[config.mk]
export PLATFORM = sky130hd
export DESIGN_NAME = efp_div
export DESIGN_NICKNAME = d
export VERILOG_FILES = /design/src/sv/efp_pkg.sv /design/src/sv/efp_div.sv
export SDC_FILE = /design/constraint.sdc
export NUM_CORES = 1
export LEC_CHECK = 0
export ABC_AREA = 1
export BUFFER_PORTS_ARGS = -buffer_cell sky130_fd_sc_hd__buf_4
export CAP_MARGIN = 30
export CORE_AREA = 3 3 110 86
export DETAILED_ROUTE_END_ITERATION = 6
export DIE_AREA = 0 0 113 89
export GPL_TIMING_DRIVEN = 0
export PLACE_DENSITY = 0.61
export SLEW_MARGIN = 20
export SYNTH_ARGS = -nofsm -noshare
export SYNTH_HDL_FRONTEND = slang
export SYNTH_SLANG_ARGS = --single-unit
[constraint.sdc]
create_clock -name clk_i -period 1.8 [get_ports clk_i]
set_input_delay 0 -clock clk_i [delete_from_list [all_inputs] [get_ports clk_i]]
set_output_delay 0 -clock clk_i [all_outputs]
set_load 0.02 [all_outputs]
[src/sv/efp_pkg.sv]
// ----------------------------------------------------------------------------
// efp_pkg - shared definitions for the effect pool fader
// pool geometry, effect type codes, opcodes, sequencer states and records
// ----------------------------------------------------------------------------
package efp_pkg;

  localparam int POOL_SIZE = 64;
  localparam int SLOT_W    = $clog2(POOL_SIZE);
  localparam int LINK_W    = $clog2(POOL_SIZE + 1);
  localparam logic [LINK_W-1:0] NONE_LINK = LINK_W'(POOL_SIZE);

  localparam int MAX_RES = 64;
  localparam int CNT_W   = $clog2(MAX_RES + 1);

  localparam int OUT_SLOT_W = 6;
  localparam int FRAC_W     = 17;
  localparam int DIV_W      = 16;
  localparam logic [FRAC_W-1:0] ONE_Q16     = 17'h10000;
  localparam logic [16:0]       SCALE_ONE   = 17'd256;
  localparam logic [16:0]       SCALE_FLOOR = 17'd26;

  localparam logic OP_ALLOC = 1'b0;
  localparam logic OP_FRAME = 1'b1;

  localparam logic [2:0] EFF_NONE         = 3'd0;
  localparam logic [2:0] EFF_RGB          = 3'd1;
  localparam logic [2:0] EFF_GROW_RGB     = 3'd2;
  localparam logic [2:0] EFF_SHRINK_RGB   = 3'd3;
  localparam logic [2:0] EFF_ALPHA        = 3'd4;
  localparam logic [2:0] EFF_GROW_ALPHA   = 3'd5;
  localparam logic [2:0] EFF_SHRINK_ALPHA = 3'd6;

  typedef enum logic [4:0] {
    ST_IDLE,
    ST_A_RD,
    ST_A_POP,
    ST_DETACH,
    ST_A_LINK,
    ST_A_HOOK,
    ST_A_OUT,
    ST_F_HEAD,
    ST_F_CHK,
    ST_F_AGE,
    ST_F_DIV,
    ST_F_MUL,
    ST_F_EMIT,
    ST_F_FREE,
    ST_F_XOUT,
    ST_F_NEXT,
    ST_F_END
  } state_e;

  typedef struct packed {
    logic              we;
    logic [SLOT_W-1:0] addr;
    logic [LINK_W-1:0] data;
  } link_wr_t;

  typedef struct packed {
    logic [2:0]  kind;
    logic [31:0] start;
    logic [15:0] span;
    logic [7:0]  red;
    logic [7:0]  green;
    logic [7:0]  blue;
    logic [7:0]  alpha;
    logic [15:0] scale;
    logic [15:0] glow;
  } entry_t;

  typedef struct packed {
    logic [OUT_SLOT_W-1:0] slot;
    logic                  entry_valid;
    logic                  evicted;
    logic                  expired;
    logic [7:0]            red;
    logic [7:0]            green;
    logic [7:0]            blue;
    logic [7:0]            alpha;
    logic [16:0]           scale;
    logic [FRAC_W-1:0]     back;
    logic [15:0]           light;
    logic                  last;
  } res_t;

  function automatic logic is_slot(input logic [LINK_W-1:0] lk);
    return lk < NONE_LINK;
  endfunction

  function automatic logic [OUT_SLOT_W-1:0] slot_field(input logic [LINK_W-1:0] lk);
    logic [LINK_W+OUT_SLOT_W-1:0] wide;
    wide = (LINK_W+OUT_SLOT_W)'(lk);
    return wide[OUT_SLOT_W-1:0];
  endfunction

endpackage

[src/sv/efp_div.sv]
// ----------------------------------------------------------------------------
// efp_div - radix-2 restoring divider
// computes floor(num * 2^16 / den) for num < den, one quotient bit per cycle
// ----------------------------------------------------------------------------
module efp_div (
  input  logic                       clk_i,
  input  logic                       rst_ni,
  input  logic                       start_i,
  input  logic [efp_pkg::DIV_W-1:0]  num_i,
  input  logic [efp_pkg::DIV_W-1:0]  den_i,
  output logic                       done_o,
  output logic [efp_pkg::DIV_W-1:0]  quot_o
);

  localparam int CW = $clog2(efp_pkg::DIV_W + 1);

  logic [CW-1:0]             cnt_q;
  logic                      busy_q;
  logic                      done_q;
  logic [efp_pkg::DIV_W:0]   rem_q;
  logic [efp_pkg::DIV_W-1:0] quot_q;
  logic [efp_pkg::DIV_W-1:0] den_q;

  logic [efp_pkg::DIV_W:0]   shifted;
  logic                      fits;

  assign shifted = {rem_q[efp_pkg::DIV_W-1:0], 1'b0};
  assign fits    = shifted >= {1'b0, den_q};

  always_ff @(posedge clk_i or negedge rst_ni) begin
    if (!rst_ni) begin
      cnt_q  <= '0;
      busy_q <= 1'b0;
      done_q <= 1'b0;
    end else begin
      done_q <= 1'b0;
      if (start_i) begin
        cnt_q  <= CW'(efp_pkg::DIV_W);
        busy_q <= 1'b1;
      end else if (busy_q) begin
        cnt_q <= cnt_q - CW'(1);
        if (cnt_q == CW'(1)) begin
          busy_q <= 1'b0;
          done_q <= 1'b1;
        end
      end
    end
  end

  always_ff @(posedge clk_i) begin
    if (start_i) begin
      rem_q  <= {1'b0, num_i};
      den_q  <= den_i;
      quot_q <= '0;
    end else if (busy_q) begin
      rem_q  <= fits ? (shifted - {1'b0, den_q}) : shifted;
      quot_q <= {quot_q[efp_pkg::DIV_W-2:0], fits};
    end
  end

  assign done_o = done_q;
  assign quot_o = quot_q;

endmodule

== Yosys cells after proc, flatten, opt, wreduce, memory -nomap -nowiden ==
Cells that the tools add are included.

* Register bits: 55
* Latch bits: 0
* Memory bits (writable): 0
* Bits in read-only memories: 0
* Input bits: 35
* Output and inout port bits: 17
* Word-level logic and storage cells: 22
* Memories kept: 0

* Add/subtract/negate cells: 2
* Multipliers: 0
* Div/mod/pow operators: 0
* Magnitude comparators: 1
* Equality and inequality tests: 1
* Shift operators: 0
* Mux-type cells: 11
* Bitwise logic cells: 0
* Reduce and logical (&&, ||, !) cells: 1

{| class="wikitable"
|+ Operators with widths
! operator !! count
|-
| 16-bit 2-to-1 mux || 3
|-
| 17-bit by 16-bit >= comparator with 1-bit output || 1
|-
| 16-bit subtractor || 1
|-
| 5-bit 2-to-1 mux || 2
|-
| 1-bit 2-to-1 mux || 6
|-
| 5-bit by 1-bit == test with 1-bit output (second input constant) || 1
|-
| 5-bit by 1-bit subtractor with 5-bit output (second input constant) || 1
|-
| 2-bit nonzero test || 1
|}

== Depth between registers and ports, before layout ==
* Depth in word-level cells: 4
* Depth in mapped cells: 14
* Mapped depth without buffers: 14

== Least setup slack after synthesis ==
No wires, ideal clock.

* Path type: reg2reg
* From: register rem_q[0] (netlist bit)
* To: register rem_q[10] (netlist bit) (data pin)
* Library setup time: 253 ps
* Arrival: 1630 ps
* Required time: 1547 ps
* Setup slack: -83 ps
* Cell stages (with the launch flop): 12
* Buffers on the path: 1
* Clock period less this slack: 1883 ps
* Cell sequence: edfxtp_1 ha_1 ha_1 nand2_1 nor2_1 nand3_1 nor2_2 nor2_4 buf_4 nand3b_1 nand3_1 nand2_1

* Cells in the longest elaborated chain, start to end: 4
* Elaborated cells on any way between the ends: 5
* Classes of those cells: 1 x add/sub; 1 x order compare; 3 x mux

{| class="wikitable"
|+ RTL lines
! item !! line !! text
|-
| from (decl) || efp_div.sv:20 || <nowiki>logic [efp_pkg::DIV_W:0] rem_q;</nowiki>
|-
| from (signal assigned) || efp_div.sv:52 || <nowiki>rem_q <= {1'b0, num_i};</nowiki>
|-
| from (signal assigned) || efp_div.sv:56 || <nowiki>rem_q <= fits ? (shifted - {1'b0, den_q}) : shifted;</nowiki>
|-
| 16-bit subtractor or 17-bit by 16-bit >= comparator with 1-bit output (tied branches) || efp_div.sv:56, efp_div.sv:28 ||
|-
| 16-bit 2-to-1 mux * || efp_div.sv:56 ||
|-
| 16-bit 2-to-1 mux * || efp_div.sv:55 || <nowiki>end else if (busy_q) begin</nowiki>
|-
| 16-bit 2-to-1 mux * || efp_div.sv:51 || <nowiki>if (start_i) begin</nowiki>
|}

Mark *: on every way between the ends. The rest lies on a longest branch, timed or not. The select of a mux whose other input is x is not followed.
A chain may end at the register's enable or synchronous reset.

== Final worst setup path ==
* From: register rem_q[9] (netlist bit)
* To: register rem_q[0] (netlist bit) (data pin)

* Cells in the longest elaborated chain, start to end: 4

{| class="wikitable"
|+ RTL lines
! item !! line !! text
|-
| 17-bit by 16-bit >= comparator with 1-bit output || efp_div.sv:28 || <nowiki>assign fits = shifted >= {1'b0, den_q};</nowiki>
|-
| 16-bit 2-to-1 mux || efp_div.sv:56 ||
|-
| 16-bit 2-to-1 mux || efp_div.sv:55 ||
|-
| 16-bit 2-to-1 mux || efp_div.sv:51 ||
|}

No other way between the ends. The select of a mux whose other input is x is not followed.

==> qor.txt <==
Final WS setup = -271 ps
R2R depth = 12
Layout area overhead = 47.3%
Core Area = 8420 sq um
# DRC = 0
Die ar. = 10100 sq um
Synth Cell Area = 3360 sq um
clk_lat worst skew = 300 ps
GPL Wtd Cong = 0.943
clk sinks = 55
Die Wd = 113 microns
Die H = 89 microns
Detail Route Antenna Nets = 0
WL final = 9.12 mm
Ports = 52
R2R Setup Slk = -270 ps
IO buf count = 51
dpl hpwl = 6.22 mm
Worst Skew = 4.26 ps
global-route wire length before repair = 14.7 mm
Final Critical Period = 2070 ps
failing checks = setup timing
via count = 3158
Final Hold Vio Count = 0
H-Tree Level Count = 2
Fillers = 759
Iteration-0 DRC Markers = 143
GRT overflow = 0
fin util = 58.9%
Pwr Density = 1430 nW/um^2
Synth cell types = 35
Mapped Cells = 439
Starting Density = 40.0%
clock share of power = 14.9%
max-cap violations = 0
largest vdd supply drop = 0.714 mV
overall power = 7.07 mW
crit path DAT = 2140 ps
Min Hold Slack = 35.1 ps
TritonCTS clock tree = built
setup violators final = 17
Crit Path Category = reg2reg
Ant. Diodes = 0
Data required, critical path = 1870 ps
Root Buffer Master = clkbuf_16
DR WL/cell = 13.8 microns
Int Pwr = 4.15 mW
f_max = 483 MHz
Worst slew margin = 56.2%
clock buffer depth = 2
Psw = 2.92 mW
drt pass-1 iters = 4
register area share after synthesis = 43.3%
Switching Share = 41.3%
Reg2Reg Launch Point = rem_q[9]$_DFFE_PP_
critical path startpoint category = flop
outcome = finished, violations left
Seq cells post-synth = 55
CTS buffer count = 5
largest net degree at the start of global routing = 26
Clock transition at path regs = 80 ps
RSZ-0062 raised after global routing = yes
Max Slew Vio Count = 0
antenna violations before repair = 0
Critical Path Start = rem_q[9]$_DFFE_PP_
gr usage total = 18.3%
Logic pwr share = 58.8%
P_leak = 2.36 nW
layout cells sized above 1 = 30.1%
worst setup path end = rem_q[0]$_DFFE_PP_
reg2reg end = rem_q[0]$_DFFE_PP_
Via-to-Cell Ratio = 4.77
endpoint class of the critical path = flop
Final Cycle Share = 115%
Syn Nets = 493
syn_area_per_cell = 7.66 sq um
Worst Hold Class = in2async
Yosys Warn Count = 0
crit path max fanout = 6
number of global-route vias before repair = 3055
row cnt = 29
Final Net Count = 607
Reg power frac = 26.3%
actual slew at the worst max-slew pin = 657 ps
-- area by class of cell --
class	count	area, sq um	area share (%)
Clock buffer	5	125	2.53
Multi-Input combinational cell	287	1870	37.8
Inverter	88	330	6.67
Sequential cell	55	1460	29.4
Tap cell	108	135	2.73
Buffer	9	67.6	1.36
Timing Repair Buffer	107	935	18.9
Clock inverter	3	31.3	0.631
-- metrics by stage --
step           setup WS (ps)  cells  instance area [sq um]  setup TNS [ps]
2_1_floorplan          -29.3    439                   3530            -291
3_3_place_gp            -557    598                   4050          -17300
3_5_place_dp            -344    598                   4050           -4860
4_1_cts                 -244    652                   4750           -3410
5_1_grt                 -362    662                   4950           -5730
6_report                -271    662                   4950           -4030
-- placed cells by master (no fill, tap or decap), drive strengths merged, types with 4 or more instances in the layout --
master         n
o21ai          6
nand2        144
nand3         40
xnor2          4
dfxtp         16
nand3b        11
dfrtp          7
buf           79
ha            18
nand4          7
o22ai         15
dlygate4sd3   33
inv           89
edfxtp        32
nor2          22
a21oi         10
clkbuf         9
-- cell families (layout without fill, tap and decap cells) --
| family | after synthesis | count (layout) | synth area share [%] |
|---|---|---|---|
| buf+inv | 97 | 212 | 11.4 |
| xor+xnor | 6 | 6 | 1.56 |
| simple gates | 230 | 230 | 31.1 |
| flops | 55 | 55 | 43.3 |
| fa+ha+maj | 19 | 19 | 7.29 |
| compound gates | 32 | 32 | 5.39 |
-- critical path: stages, from the launching register on --
cell	delay (ps)
edfxtp_1	440
ha_4	260
nand2_2	70
nand2_2	60
nand2_2	70
nand2_2	60
nand2_2	70
nand2_2	60
nor2_4	310
nand2_8	130
clkbuf_16	180
nand3_1	60
nand2_1	50
-- synthesized netlist by cell type (all sizes together) --
cell type | count | share of area [%]
buf | 7 | 1.3
nand3b | 11 | 2.5
xnor2 | 4 | 1.0
o21bai | 1 | 0.22
dfxtp | 16 | 9.5
nand3 | 40 | 6.2
or2 | 2 | 0.37
nor4 | 1 | 0.19
and2 | 1 | 0.19
edfxtp | 32 | 29
fa | 1 | 0.60
ha | 18 | 6.7
dfrtp | 7 | 5.2
clkinv | 1 | 0.11
xor2 | 2 | 0.52
nor3 | 2 | 0.30
o22ai | 15 | 2.8
nand4 | 7 | 1.3
clkbuf | 2 | 0.22
nor2 | 22 | 3.1
o21ai | 6 | 0.89
nand2 | 144 | 17
inv | 87 | 9.7
a21oi | 10 | 1.5
-- power by group through the flow --
| stage | combinational [mW] | clock, mW | sequential, mW |
|---|---|---|---|
| floorplan | 2.40 | 0 | 1.86 |
| global placement | 3.08 | 0 | 1.86 |
| detailed placement | 3.13 | 0 | 1.87 |
| CTS | 3.65 | 1.09 | 1.85 |
| global route | 4.61 | 1.13 | 1.88 |
| finish | 4.15 | 1.06 | 1.86 |
-- timing repair --
item                       CTS  global route
gates resized for setup     30            31
hold endpoints to repair    39             0
pin swaps                   14            37
gates cloned                 1             1
hold buffers                33             0
setup endpoints to repair   17            35
buffers inserted            12             9
-- how the worst min path moves through the flow --
| stage | startpoint | to | slack, ps | depth (start not counted) |
|---|---|---|---|---|
| 6_report | rst_ni | cnt_q[2]$_DFFE_PN0P_ | 40 | 2 |
| 5_1_grt | rst_ni | done_o$_DFF_PN0_ | 50 | 2 |
| 4_1_cts | rst_ni | cnt_q[2]$_DFFE_PN0P_ | 30 | 2 |
| 3_5_place_dp | rst_ni | done_o$_DFF_PN0_ | -180 | 1 |
| 3_3_place_gp | rst_ni | cnt_q[2]$_DFFE_PN0P_ | -180 | 1 |
| 2_1_floorplan | rst_ni | busy_q$_DFF_PN0_ | -300 | 0 |
-- sequential cells by signal, summed over array words and instances (netlist names) --
| name | count |
|---|---|
| quot_o | 16 |
| rem_q | 16 |
| done_o | 1 |
| cnt_q | 5 |
| busy_q | 1 |
| den_q | 16 |
-- metal layers --
metal	vias to the layer above	global-route usage, %	routed length (microns)
met4	0	4.59	64
met3	4	3.99	632
met2	84	29.8	4110
met5	-	0	0
li1	1628	-	-
met1	1442	25.0	4320
Note: power is estimated with default switching activity, not from simulation.
