File: src/sv/efp_pkg.sv
// ----------------------------------------------------------------------------
// efp_pkg - shared definitions for the effect pool fader
// pool geometry, effect type codes, opcodes, sequencer states and records
// ----------------------------------------------------------------------------
package efp_pkg;

  localparam int POOL_SIZE = 64;
  localparam int SLOT_W    = $clog2(POOL_SIZE);
  localparam int LINK_W    = $clog2(POOL_SIZE + 1);
  localparam logic [LINK_W-1:0] NONE_LINK = LINK_W'(POOL_SIZE);

  localparam int MAX_RES = 64;
  localparam int CNT_W   = $clog2(MAX_RES + 1);

  localparam int OUT_SLOT_W = 6;
  localparam int FRAC_W     = 17;
  localparam int DIV_W      = 16;
  localparam logic [FRAC_W-1:0] ONE_Q16     = 17'h10000;
  localparam logic [16:0]       SCALE_ONE   = 17'd256;
  localparam logic [16:0]       SCALE_FLOOR = 17'd26;

  localparam logic OP_ALLOC = 1'b0;
  localparam logic OP_FRAME = 1'b1;

  localparam logic [2:0] EFF_NONE         = 3'd0;
  localparam logic [2:0] EFF_RGB          = 3'd1;
  localparam logic [2:0] EFF_GROW_RGB     = 3'd2;
  localparam logic [2:0] EFF_SHRINK_RGB   = 3'd3;
  localparam logic [2:0] EFF_ALPHA        = 3'd4;
  localparam logic [2:0] EFF_GROW_ALPHA   = 3'd5;
  localparam logic [2:0] EFF_SHRINK_ALPHA = 3'd6;

  typedef enum logic [4:0] {
    ST_IDLE,
    ST_A_RD,
    ST_A_POP,
    ST_DETACH,
    ST_A_LINK,
    ST_A_HOOK,
    ST_A_OUT,
    ST_F_HEAD,
    ST_F_CHK,
    ST_F_AGE,
    ST_F_DIV,
    ST_F_MUL,
    ST_F_EMIT,
    ST_F_FREE,
    ST_F_XOUT,
    ST_F_NEXT,
    ST_F_END
  } state_e;

  typedef struct packed {
    logic              we;
    logic [SLOT_W-1:0] addr;
    logic [LINK_W-1:0] data;
  } link_wr_t;

  typedef struct packed {
    logic [2:0]  kind;
    logic [31:0] start;
    logic [15:0] span;
    logic [7:0]  red;
    logic [7:0]  green;
    logic [7:0]  blue;
    logic [7:0]  alpha;
    logic [15:0] scale;
    logic [15:0] glow;
  } entry_t;

  typedef struct packed {
    logic [OUT_SLOT_W-1:0] slot;
    logic                  entry_valid;
    logic                  evicted;
    logic                  expired;
    logic [7:0]            red;
    logic [7:0]            green;
    logic [7:0]            blue;
    logic [7:0]            alpha;
    logic [16:0]           scale;
    logic [FRAC_W-1:0]     back;
    logic [15:0]           light;
    logic                  last;
  } res_t;

  function automatic logic is_slot(input logic [LINK_W-1:0] lk);
    return lk < NONE_LINK;
  endfunction

  function automatic logic [OUT_SLOT_W-1:0] slot_field(input logic [LINK_W-1:0] lk);
    logic [LINK_W+OUT_SLOT_W-1:0] wide;
    wide = (LINK_W+OUT_SLOT_W)'(lk);
    return wide[OUT_SLOT_W-1:0];
  endfunction

endpackage

File: src/sv/efp_links.sv
// ----------------------------------------------------------------------------
// efp_links - newer and older link memories of the pool
// one read address for both, one write port each, older links reset to i+1
// ----------------------------------------------------------------------------
module efp_links (
  input  logic                        clk_i,
  input  logic                        rst_ni,
  input  logic                        rd_en_i,
  input  logic [efp_pkg::SLOT_W-1:0]  rd_addr_i,
  input  efp_pkg::link_wr_t           older_wr_i,
  input  efp_pkg::link_wr_t           newer_wr_i,
  output logic [efp_pkg::LINK_W-1:0]  rd_older_o,
  output logic [efp_pkg::LINK_W-1:0]  rd_newer_o
);

  logic [efp_pkg::LINK_W-1:0] older_mem [efp_pkg::POOL_SIZE];
  logic [efp_pkg::LINK_W-1:0] newer_mem [efp_pkg::POOL_SIZE];
  logic [efp_pkg::POOL_SIZE-1:0] older_vld_q;

  logic [efp_pkg::LINK_W-1:0] older_raw_q;
  logic [efp_pkg::LINK_W-1:0] newer_raw_q;
  logic                       rd_vld_q;
  logic [efp_pkg::SLOT_W-1:0] rd_addr_q;

  always_ff @(posedge clk_i) begin
    if (older_wr_i.we) begin
      older_mem[older_wr_i.addr] <= older_wr_i.data;
    end
    if (newer_wr_i.we) begin
      newer_mem[newer_wr_i.addr] <= newer_wr_i.data;
    end
    if (rd_en_i) begin
      older_raw_q <= older_mem[rd_addr_i];
      newer_raw_q <= newer_mem[rd_addr_i];
    end
  end

  // unwritten older links read as the reset chain
  always_ff @(posedge clk_i or negedge rst_ni) begin
    if (!rst_ni) begin
      older_vld_q <= '0;
      rd_vld_q    <= 1'b0;
      rd_addr_q   <= '0;
    end else begin
      if (older_wr_i.we) begin
        older_vld_q[older_wr_i.addr] <= 1'b1;
      end
      if (rd_en_i) begin
        rd_vld_q  <= older_vld_q[rd_addr_i];
        rd_addr_q <= rd_addr_i;
      end
    end
  end

  assign rd_older_o = rd_vld_q ? older_raw_q
                               : efp_pkg::LINK_W'(rd_addr_q) + efp_pkg::LINK_W'(1);
  assign rd_newer_o = newer_raw_q;

endmodule

File: config.mk
export PLATFORM = sky130hd
export DESIGN_NAME = efp_links
export DESIGN_NICKNAME = d
export VERILOG_FILES = /design/src/sv/efp_pkg.sv /design/src/sv/efp_links.sv
export SDC_FILE = /design/constraint.sdc
export NUM_CORES = 1
export LEC_CHECK = 0
export BUFFER_PORTS_ARGS = -buffer_cell sky130_fd_sc_hd__buf_2
export CAP_MARGIN = 20
export CELL_PAD_IN_SITES_DETAIL_PLACEMENT = 0
export CELL_PAD_IN_SITES_GLOBAL_PLACEMENT = 1
export CORE_ASPECT_RATIO = 1.1
export CORE_UTILIZATION = 30
export DETAILED_ROUTE_END_ITERATION = 7
export PLACE_DENSITY_LB_ADDON = 0.15
export SKIP_CTS_REPAIR_TIMING = 1
export SYNTH_ARGS = -nofsm -noshare
export SYNTH_HDL_FRONTEND = slang
export SYNTH_SLANG_ARGS = --single-unit
File: constraint.sdc
create_clock -name clk_i -period 2.1 [get_ports clk_i]
set_input_delay 0.21 -clock clk_i [delete_from_list [all_inputs] [get_ports clk_i]]
set_output_delay 0.21 -clock clk_i [all_outputs]
set_load 0.005 [all_outputs]
* After elaboration in Yosys (flattened, before gate mapping)
Memories as Yosys holds them, arrays and structs flattened. A register that Yosys moved wholly into a read port is not among the register bits. Cells that the tools add are included.
Word-level totals: output and inout bits 14, RAM bits 896, input port bits 37, word-level logic and storage cells 20, memories 2, register bits after elaboration 71
Memory list:
- newer_mem | depth 64, width 7, read ports 1, clocked after Yosys merged registers in 1, wr ports 1, line efp_links.sv:17 | logic [efp_pkg::LINK_W-1:0] newer_mem [efp_pkg::POOL_SIZE];
- older_mem | depth 64, width 7, read ports 1, clocked after Yosys merged registers in 1, wr ports 1, line efp_links.sv:16 | logic [efp_pkg::LINK_W-1:0] older_mem [efp_pkg::POOL_SIZE];
Cells by class: add/subtract/negate cells 1, reduce and logical (&&, ||, !) cells 1, muxes and demuxes 9, magnitude comparators 3, bitwise gates (word level) 1
Operators by type and width (number):
- $or A64 B64 Y64 | 1
- $lt A6 B7 Y1 const B | 2
- $add A6 B1 Y7 const B | 1
- $mux W7 | 1
- $bmux W1 S6 | 1
- $demux W1 S6 | 1
- $ge A6 B1 Y1 const B | 1
- $mux W1 | 6
- $logic_and A1 B1 Y1 | 1

* Depth between registers and ports, before layout
Gate-level depths: netlist of the first run.
depth in word-level cells 5, mapped depth 8

* Least setup slack after synthesis of the first run
OpenSTA, ideal clock, no wires.
path kind input-to-reg, start point in rd_addr_i[1] (netlist name), end point reg older_raw_q[0] (netlist name) (read register of older_mem), data pin, required time 1841 ps, buffers on the path 3, stages on the path 7, setup slack -168 ps, arrival 2009 ps, cell sequence clkbuf_1 -> clkbuf_1 -> clkbuf_1 -> mux4_2 -> mux4_2 -> a22oi_1 -> nand2_1
RTL lines:
- from (decl) | line efp_links.sv:9 | input logic [efp_pkg::SLOT_W-1:0] rd_addr_i,
- to (decl) | line efp_links.sv:20 | logic [efp_pkg::LINK_W-1:0] older_raw_q;

* Final worst setup path of the first run
start point reg rd_addr_q[0] (netlist name), end point out rd_older_o[4] (netlist name)
On the way: longest elaborated chain between the ends 2
RTL lines:
- from (decl) | line efp_links.sv:23 | logic [efp_pkg::SLOT_W-1:0] rd_addr_q;
- from (signal assigned) | line efp_links.sv:50 | rd_addr_q <= rd_addr_i;
- $add A6 B1 Y7 | line efp_links.sv:56 | : efp_pkg::LINK_W'(rd_addr_q) + efp_pkg::LINK_W'(1);
- $mux W7 | line efp_links.sv:55 | assign rd_older_o = rd_vld_q ? older_raw_q
- to (decl) | line efp_links.sv:12 | output logic [efp_pkg::LINK_W-1:0] rd_older_o,
Every way passes these cells.

==> results of run 1 <==
-- routing by layer --
layer	share of wire (%)	GRT usage, %	wire [um]
met1	43	20.8	43000
met3	3.8	2.56	3820
met5	0	0	0
met2	51	27.0	50700
met4	2.3	4.02	2320
-- power breakdown --
part	total (mW)	switching (mW)	leakage [nW]	internal (mW)
Combinational	2.83	1.54	4.47	1.29
Sequential	22.0	0.192	9.08	21.8
Clock	18.9	7.56	1.72	11.3
Total	43.7	9.29	15.3	34.4
-- per-stage QoR --
step / utilization (%) / setup WS (ps) / area [um^2]
6_report: 36.9 / -120 / 46300
2_1_floorplan: - / -7.37 / 38100
4_1_cts: 36.7 / -293 / 46100
3_3_place_gp: 33.9 / -518 / 42500
5_1_grt: 36.9 / -238 / 46300
3_5_place_dp: 33.9 / -542 / 42500
-- final cells by class --
type	instances	area [um^2]	area share (%)
inverter	2	7.51	0.0162
antenna	1	2.50	0.00541
clock inverter	65	668	1.44
clock buffer	133	2860	6.18
timing repair buffer	341	2970	6.42
multi-input combinational	654	8570	18.5
sequential	981	29100	62.9
tap	1656	2070	4.48
-- worst max path at each step --
stage,cells after the start,slack (ps),to
3_5_place_dp,8,-540,rd_newer_o[6]
3_3_place_gp,7,-520,older_raw_q[2]
2_1_floorplan,6,-7,older_raw_q[0]
5_1_grt,6,-240,rd_older_o[4]
6_report,6,-120,rd_older_o[4]
4_1_cts,6,-290,rd_older_o[4]
-- cell families (layout without fill, tap and decap cells) --
family | Yosys count | count (layout) | synth area share (%)
compound gates | 45 | 45 | 0.789
simple gates | 288 | 288 | 3.59
xor+xnor | 4 | 4 | 0.0921
other cells | 0 | 1 | 0
buf+inv | 88 | 541 | 1.14
fa+ha+maj | 1 | 1 | 0.0329
flops | 981 | 981 | 76.5
mux | 316 | 316 | 17.8
-- worst max-delay path, cell delays in order (launching register included) --
cell and delay [ps]:
dfrtp_1 410, ha_2 220, nand3_2 90, xor2_1 150, o21ai_1 170, buf_4 190, buf_6 100
-- flip-flops by register name, summed over array words and instances, names as in the netlist --
| signal | cells |
|---|---|
| older_mem | 448 |
| rd_vld_q | 1 |
| older_raw_q | 7 |
| older_vld_q | 64 |
| rd_addr_q | 6 |
| newer_mem | 448 |
| rd_newer_o | 7 |
-- cells in the final DEF (no fill, tap or decap), types with 3 or more instances in the layout --
cell type | synthesis | final
edfxtp_1 | 910 | 910
mux4_2 | 289 | 289
buf_4 | 10 | 248
nor2_1 | 146 | 145
clkbuf_16 | 0 | 111
dfrtp_1 | 71 | 70
or2_1 | 64 | 64
buf_2 | 18 | 43
buf_12 | 0 | 38
nand2_1 | 26 | 26
clkbuf_1 | 43 | 22
clkinv_2 | 0 | 22
clkinv_1 | 0 | 22
mux2i_1 | 20 | 20
nand3_1 | 18 | 17
o22ai_1 | 20 | 15
bufinv_16 | 0 | 14
nor2b_1 | 11 | 11
a22oi_1 | 12 | 9
mux2_2 | 7 | 7
dlygate4sd3_1 | 0 | 7
nand2b_1 | 6 | 6
nand3b_1 | 5 | 5
clkinvlp_4 | 0 | 5
o22ai_2 | 0 | 4
o21ai_1 | 2 | 4
a22oi_2 | 0 | 3
buf_6 | 6 | 3
==> results.sh, run 1 <==
export IMPL_status="finished, violations left"
export IMPL_violations="negative setup slack"
export IMPL_tns_ps=-324
export IMPL_yosys_most_used_dff="edfxtp_1"
export IMPL_cts_path_max_buffers=3
export IMPL_hp_start="newer_wr_i[3]"
export IMPL_hold_ws_ps=24.2
export IMPL_drt_iter0_drc=1343
export IMPL_grt_pass1_vias=19700
export IMPL_cp_start_kind="register"
export IMPL_crit_arrival_ps=2010
export IMPL_cts_made_buffers=106
export IMPL_cp_startpoint="rd_addr_q[0]"
export IMPL_regToRegSetupSlack_ps=40
export IMPL_hpwlAfterDp_um=66900
export IMPL_wire_per_inst_um=26.0
export IMPL_cp_end_kind="output pin"
export IMPL_cp_max_fo=4
export IMPL_fin_total_pwr_mw=43.7
export IMPL_port_buffers=50
export IMPL_antenna_left=0
export IMPL_rsz0062_at_grt="yes"
export IMPL_drcViolationCount=0
export IMPL_max_freq_ghz=0.450
export IMPL_cap_violations=0
export IMPL_viasPerCell=4.77
export IMPL_die_h_um=375
export IMPL_clk_pin_slew_worst_paths_ps=60
export IMPL_period_minus_slack_ps=2220
export IMPL_clock_sinks=981
export IMPL_synth_largest_area_cell="edfxtp_1"
export IMPL_async_flop_share_pct=7.24
export IMPL_skew_ps=18.6
export IMPL_htree_num_levels=3
export IMPL_detail_route_first_pass_iterations=5
export IMPL_critPathKind="register to output pin"
export IMPL_antenna_found_initial=3
export IMPL_grt_overflow_total=0
export IMPL_final_layout_size_suffix_gt1_share_pct=36.7
export IMPL_netlist_area_leader_share_pct=71.8
export IMPL_period_share_pct=106
export IMPL_setup_violations=4
export IMPL_core_area_um2=125000
export IMPL_routed_wl_um=99800
export IMPL_syn_to_final_growth_pct=21.6
export IMPL_slew_viol_final=0
export IMPL_worstRegToRegCells=5
export IMPL_setup_ws_ps=-120
export IMPL_grt_total_usage_pct=15.8
export IMPL_synth_area_um2=38000
export IMPL_die_x_um=342
export IMPL_worstReg2RegStart="older_mem[63][4]"
export IMPL_rr_endpoint="older_raw_q[4]"
export IMPL_syn_num_nets=1761
export IMPL_leakagePower_nw=15.3
export IMPL_die_area_um2=128000
export IMPL_instances_no_fill=3833
export IMPL_hold_depth=2
export IMPL_initial_core_util_pct=30.3
export IMPL_ios=51
export IMPL_syn_instance_count=1723
export IMPL_worstPathRequired_ps=1890
export IMPL_core_rowCount=136
export IMPL_ir_drop_v=0.000698
export IMPL_globalplace_congestion=0.747
export IMPL_grt_max_degree=65
export IMPL_synth_edf_count=910
export IMPL_synthTopCellsByCount="910 x edfxtp_1, 289 x mux4_2, 146 x nor2_1, 71 x dfrtp_1, 64 x or2_1"
export IMPL_synth_area_per_cell_um2=22.1
export IMPL_dp_cells=3625
export IMPL_hold_violations=0
export IMPL_max_slew_margin_rel_pct=32.7
export IMPL_nFillCells=11500
export IMPL_min_to="newer_mem[0][3]"
export IMPL_cts_tree="yes"
export IMPL_yosys_warnings=0
export IMPL_clock_latency_ps=670
export IMPL_grt_pass1_wl_um=144000
export IMPL_worst_pin_slew_ps=1010
export IMPL_num_nets_final=2124
export IMPL_clockRootBuffer="clkbuf_16"
export IMPL_synth_distinct_cells=39
export IMPL_synth_area_top_cells="edfxtp_1 72%, mux4_2 17%, dfrtp_1 4.7%, nor2_1 1.4%, or2_1 1.1%"
export IMPL_vias=18300
export IMPL_yosysSeqAreaShare_pct=76.5
export IMPL_synth_most_common_cell="edfxtp_1"
export IMPL_p_per_area_nw_per_um2=944
export IMPL_hp_class="input port to register"
export IMPL_ys_seq_elements=981
Note: power is estimated with default switching activity, not from simulation.
==> run 2, diff against run 1 <==
ABC_AREA = 1   (was not set)
==> results.sh, run 2 <==
export IMPL_vias=26200
export IMPL_skew_ps=19.6
export IMPL_async_flop_share_pct=7.24
export IMPL_synth_top_family_by_area="simple AND/OR/NAND/NOR gates"
export IMPL_routed_wl_um=122000
export IMPL_cts_made_buffers=109
export IMPL_drt_iter0_drc=1879
export IMPL_yosysSeqAreaShare_pct=73.4
export IMPL_max_freq_ghz=0.449
export IMPL_largestRegisters="newer_mem: 448 flops, older_mem: 448 flops, older_vld_q: 64 flops"
export IMPL_syn_num_nets=3355
export IMPL_rsz0062_at_grt="yes"
export IMPL_ios=51
export IMPL_final_cell_mix="910 x edfxtp_1, 543 x nand2_1, 509 x nor2_1"
export IMPL_layout_commonest_cell="edfxtp_1"
export IMPL_synth_area_per_cell_um2=12.0
export IMPL_initial_core_util_pct=30.3
export IMPL_synth_largest_area_cell="edfxtp_1"
export IMPL_ir_drop_v=0.000637
export IMPL_synth_area_um2=39700
export IMPL_final_layout_size_suffix_gt1_share_pct=15.7
export IMPL_worstReg2RegStart="older_mem[25][1]"
export IMPL_cp_max_fo=3
export IMPL_synthAdderAreaFrac_pct=0.0315
export IMPL_cts_path_max_buffers=3
export IMPL_viasPerCell=4.85
export IMPL_regToRegSetupSlack_ps=370
export IMPL_setup_ws_ps=-129
export IMPL_crit_arrival_ps=2020
export IMPL_clock_sinks=981
export IMPL_grt_max_degree=76
export IMPL_grt_total_usage_pct=18.3
export IMPL_rr_endpoint="older_raw_q[1]"
export IMPL_detail_route_first_pass_iterations=5
export IMPL_clockRootBuffer="clkbuf_16"
export IMPL_tns_ps=-317
export IMPL_ys_seq_elements=981
export IMPL_synth_most_common_cell="edfxtp_1"
export IMPL_synth_area_top_cells="edfxtp_1 69%, nand2_1 5.1%, o21ai_0 4.9%, nor2_1 4.8%, dfrtp_1 4.5%"
export IMPL_core_rowCount=139
export IMPL_syn_instance_count=3317
export IMPL_setup_violations=4
export IMPL_worstPathRequired_ps=1890
export IMPL_antenna_left=0
export IMPL_synthTopCellsByCount="910 x edfxtp_1, 544 x nand2_1, 509 x nor2_1, 392 x o21ai_0, 228 x nand3_1"
export IMPL_antenna_found_initial=10
export IMPL_htree_num_levels=3
export IMPL_synth_distinct_cells=24
export IMPL_critPathKind="register to output pin"
export IMPL_violations="negative setup slack"
export IMPL_die_area_um2=134000
export IMPL_drcViolationCount=0
export IMPL_cts_tree="yes"
export IMPL_period_minus_slack_ps=2230
export IMPL_nFillCells=12900
export IMPL_leakagePower_nw=16.9
export IMPL_max_slew_margin_rel_pct=49.7
export IMPL_cp_end_kind="output pin"
export IMPL_critical_path_endpoint="rd_older_o[5]"
export IMPL_multi_input_area_um2=9310
export IMPL_slew_viol_final=0
export IMPL_synth_simple_area_share_pct=14.1
export IMPL_period_share_pct=106
export IMPL_die_x_um=349
export IMPL_yosys_most_used_dff="edfxtp_1"
export IMPL_clock_latency_ps=700
export IMPL_grt_pass1_vias=27000
export IMPL_grt_pass1_wl_um=180000
export IMPL_port_buffers=50
export IMPL_hold_violations=0
export IMPL_num_nets_final=3599
export IMPL_clk_pin_slew_worst_paths_ps=60
export IMPL_p_per_area_nw_per_um2=920
export IMPL_synth_mux_area_share_pct=0
export IMPL_wire_per_inst_um=22.6
export IMPL_grt_overflow_total=0
export IMPL_die_h_um=383
export IMPL_post_route_util_pct=36.4
export IMPL_synth_compound_area_share_pct=9.20
export IMPL_cap_violations=0
export IMPL_yosys_area_share_xor_xnor_pct=0.0221
export IMPL_hp_class="input port to register"
export IMPL_globalplace_congestion=0.805
export IMPL_syn_to_final_growth_pct=20.1
export IMPL_cp_startpoint="rd_addr_q[0]"
export IMPL_status="finished, violations left"
export IMPL_worst_pin_slew_ps=754
export IMPL_cp_start_kind="register"
export IMPL_yosys_warnings=0
export IMPL_hpwlAfterDp_um=78300
export IMPL_worstRegToRegCells=8
export IMPL_core_area_um2=131000
export IMPL_seqCellArea_um2=29100
export IMPL_synth_edf_count=910
export IMPL_netlist_area_leader_share_pct=68.9
-- run 2: cell families after synthesis --
kind of cell	after synthesis
simple gates	1364
flops	981
xor+xnor	1
buf+inv	287
fa+ha+maj	1
compound gates	683
-- run 2: worst max-delay path, cell delays in order (launching register included) --
cell and delay [ps]:
dfrtp_1 410, inv_2 70, nor3_4 210, nand3_2 100, xor2_1 170, o21ai_2 210, buf_2 150
-- run 2: worst min-delay path by stage --
stage	start	endpoint	slack (ps)	depth (start not counted)
after floorplan	rst_ni	older_vld_q[0]	-90	0
after global placement	rst_ni	older_vld_q[48]	180	1
after detailed placement	rst_ni	rd_addr_q[5]	190	1
after CTS	rst_ni	rd_addr_q[5]	-600	1
after global routing	older_wr_i[2]	older_mem[43][2]	6	2
final	older_wr_i[2]	older_mem[57][2]	8	2
-- run 2: metrics by stage --
step	total power, mW	instance area, um^2	hold slack (ps)	setup slack (ps)	cells
6_report	43.8	47600	8.39	-129	5416
5_1_grt	45.4	47600	5.79	-212	5415
3_3_place_gp	25.7	44000	185	-349	5202
3_5_place_dp	25.7	44000	192	-369	5202
2_1_floorplan	24.0	39700	-85.6	604	3317
4_1_cts	44.3	47500	-602	-600	5403
-- run 2: metal layers --
| layer | part of all wire, % | track usage [%] | routed length, um | vias up |
|---|---|---|---|---|
| met1 | 44 | 23.7 | 53500 | 13200 |
| met5 | 0.0098 | 0 | 12 | - |
| met4 | 2.3 | 5.82 | 2850 | 2 |
| li1 | - | - | - | 12400 |
| met2 | 50 | 31.6 | 60800 | 517 |
| met3 | 4.1 | 2.30 | 5050 | 136 |
-- run 2: layout make-up --
cell class	instances	share of cell area (%)
Multi-Input combinational cell	2049	19.6
Inverter	75	0.633
Tap cell	1762	4.63
Timing Repair Buffer	345	6.79
Clock inverter	52	0.922
Sequential cell	981	61.1
Antenna cell	3	0.0158
Clock buffer	149	6.32
-- run 2: report_power, final --
part	internal, mW	leakage (nW)	total [mW]	switching [mW]
logic	1.11	6.13	3.30	2.19
clock network	10.7	1.69	18.5	7.80
registers	21.8	9.09	22.0	0.212
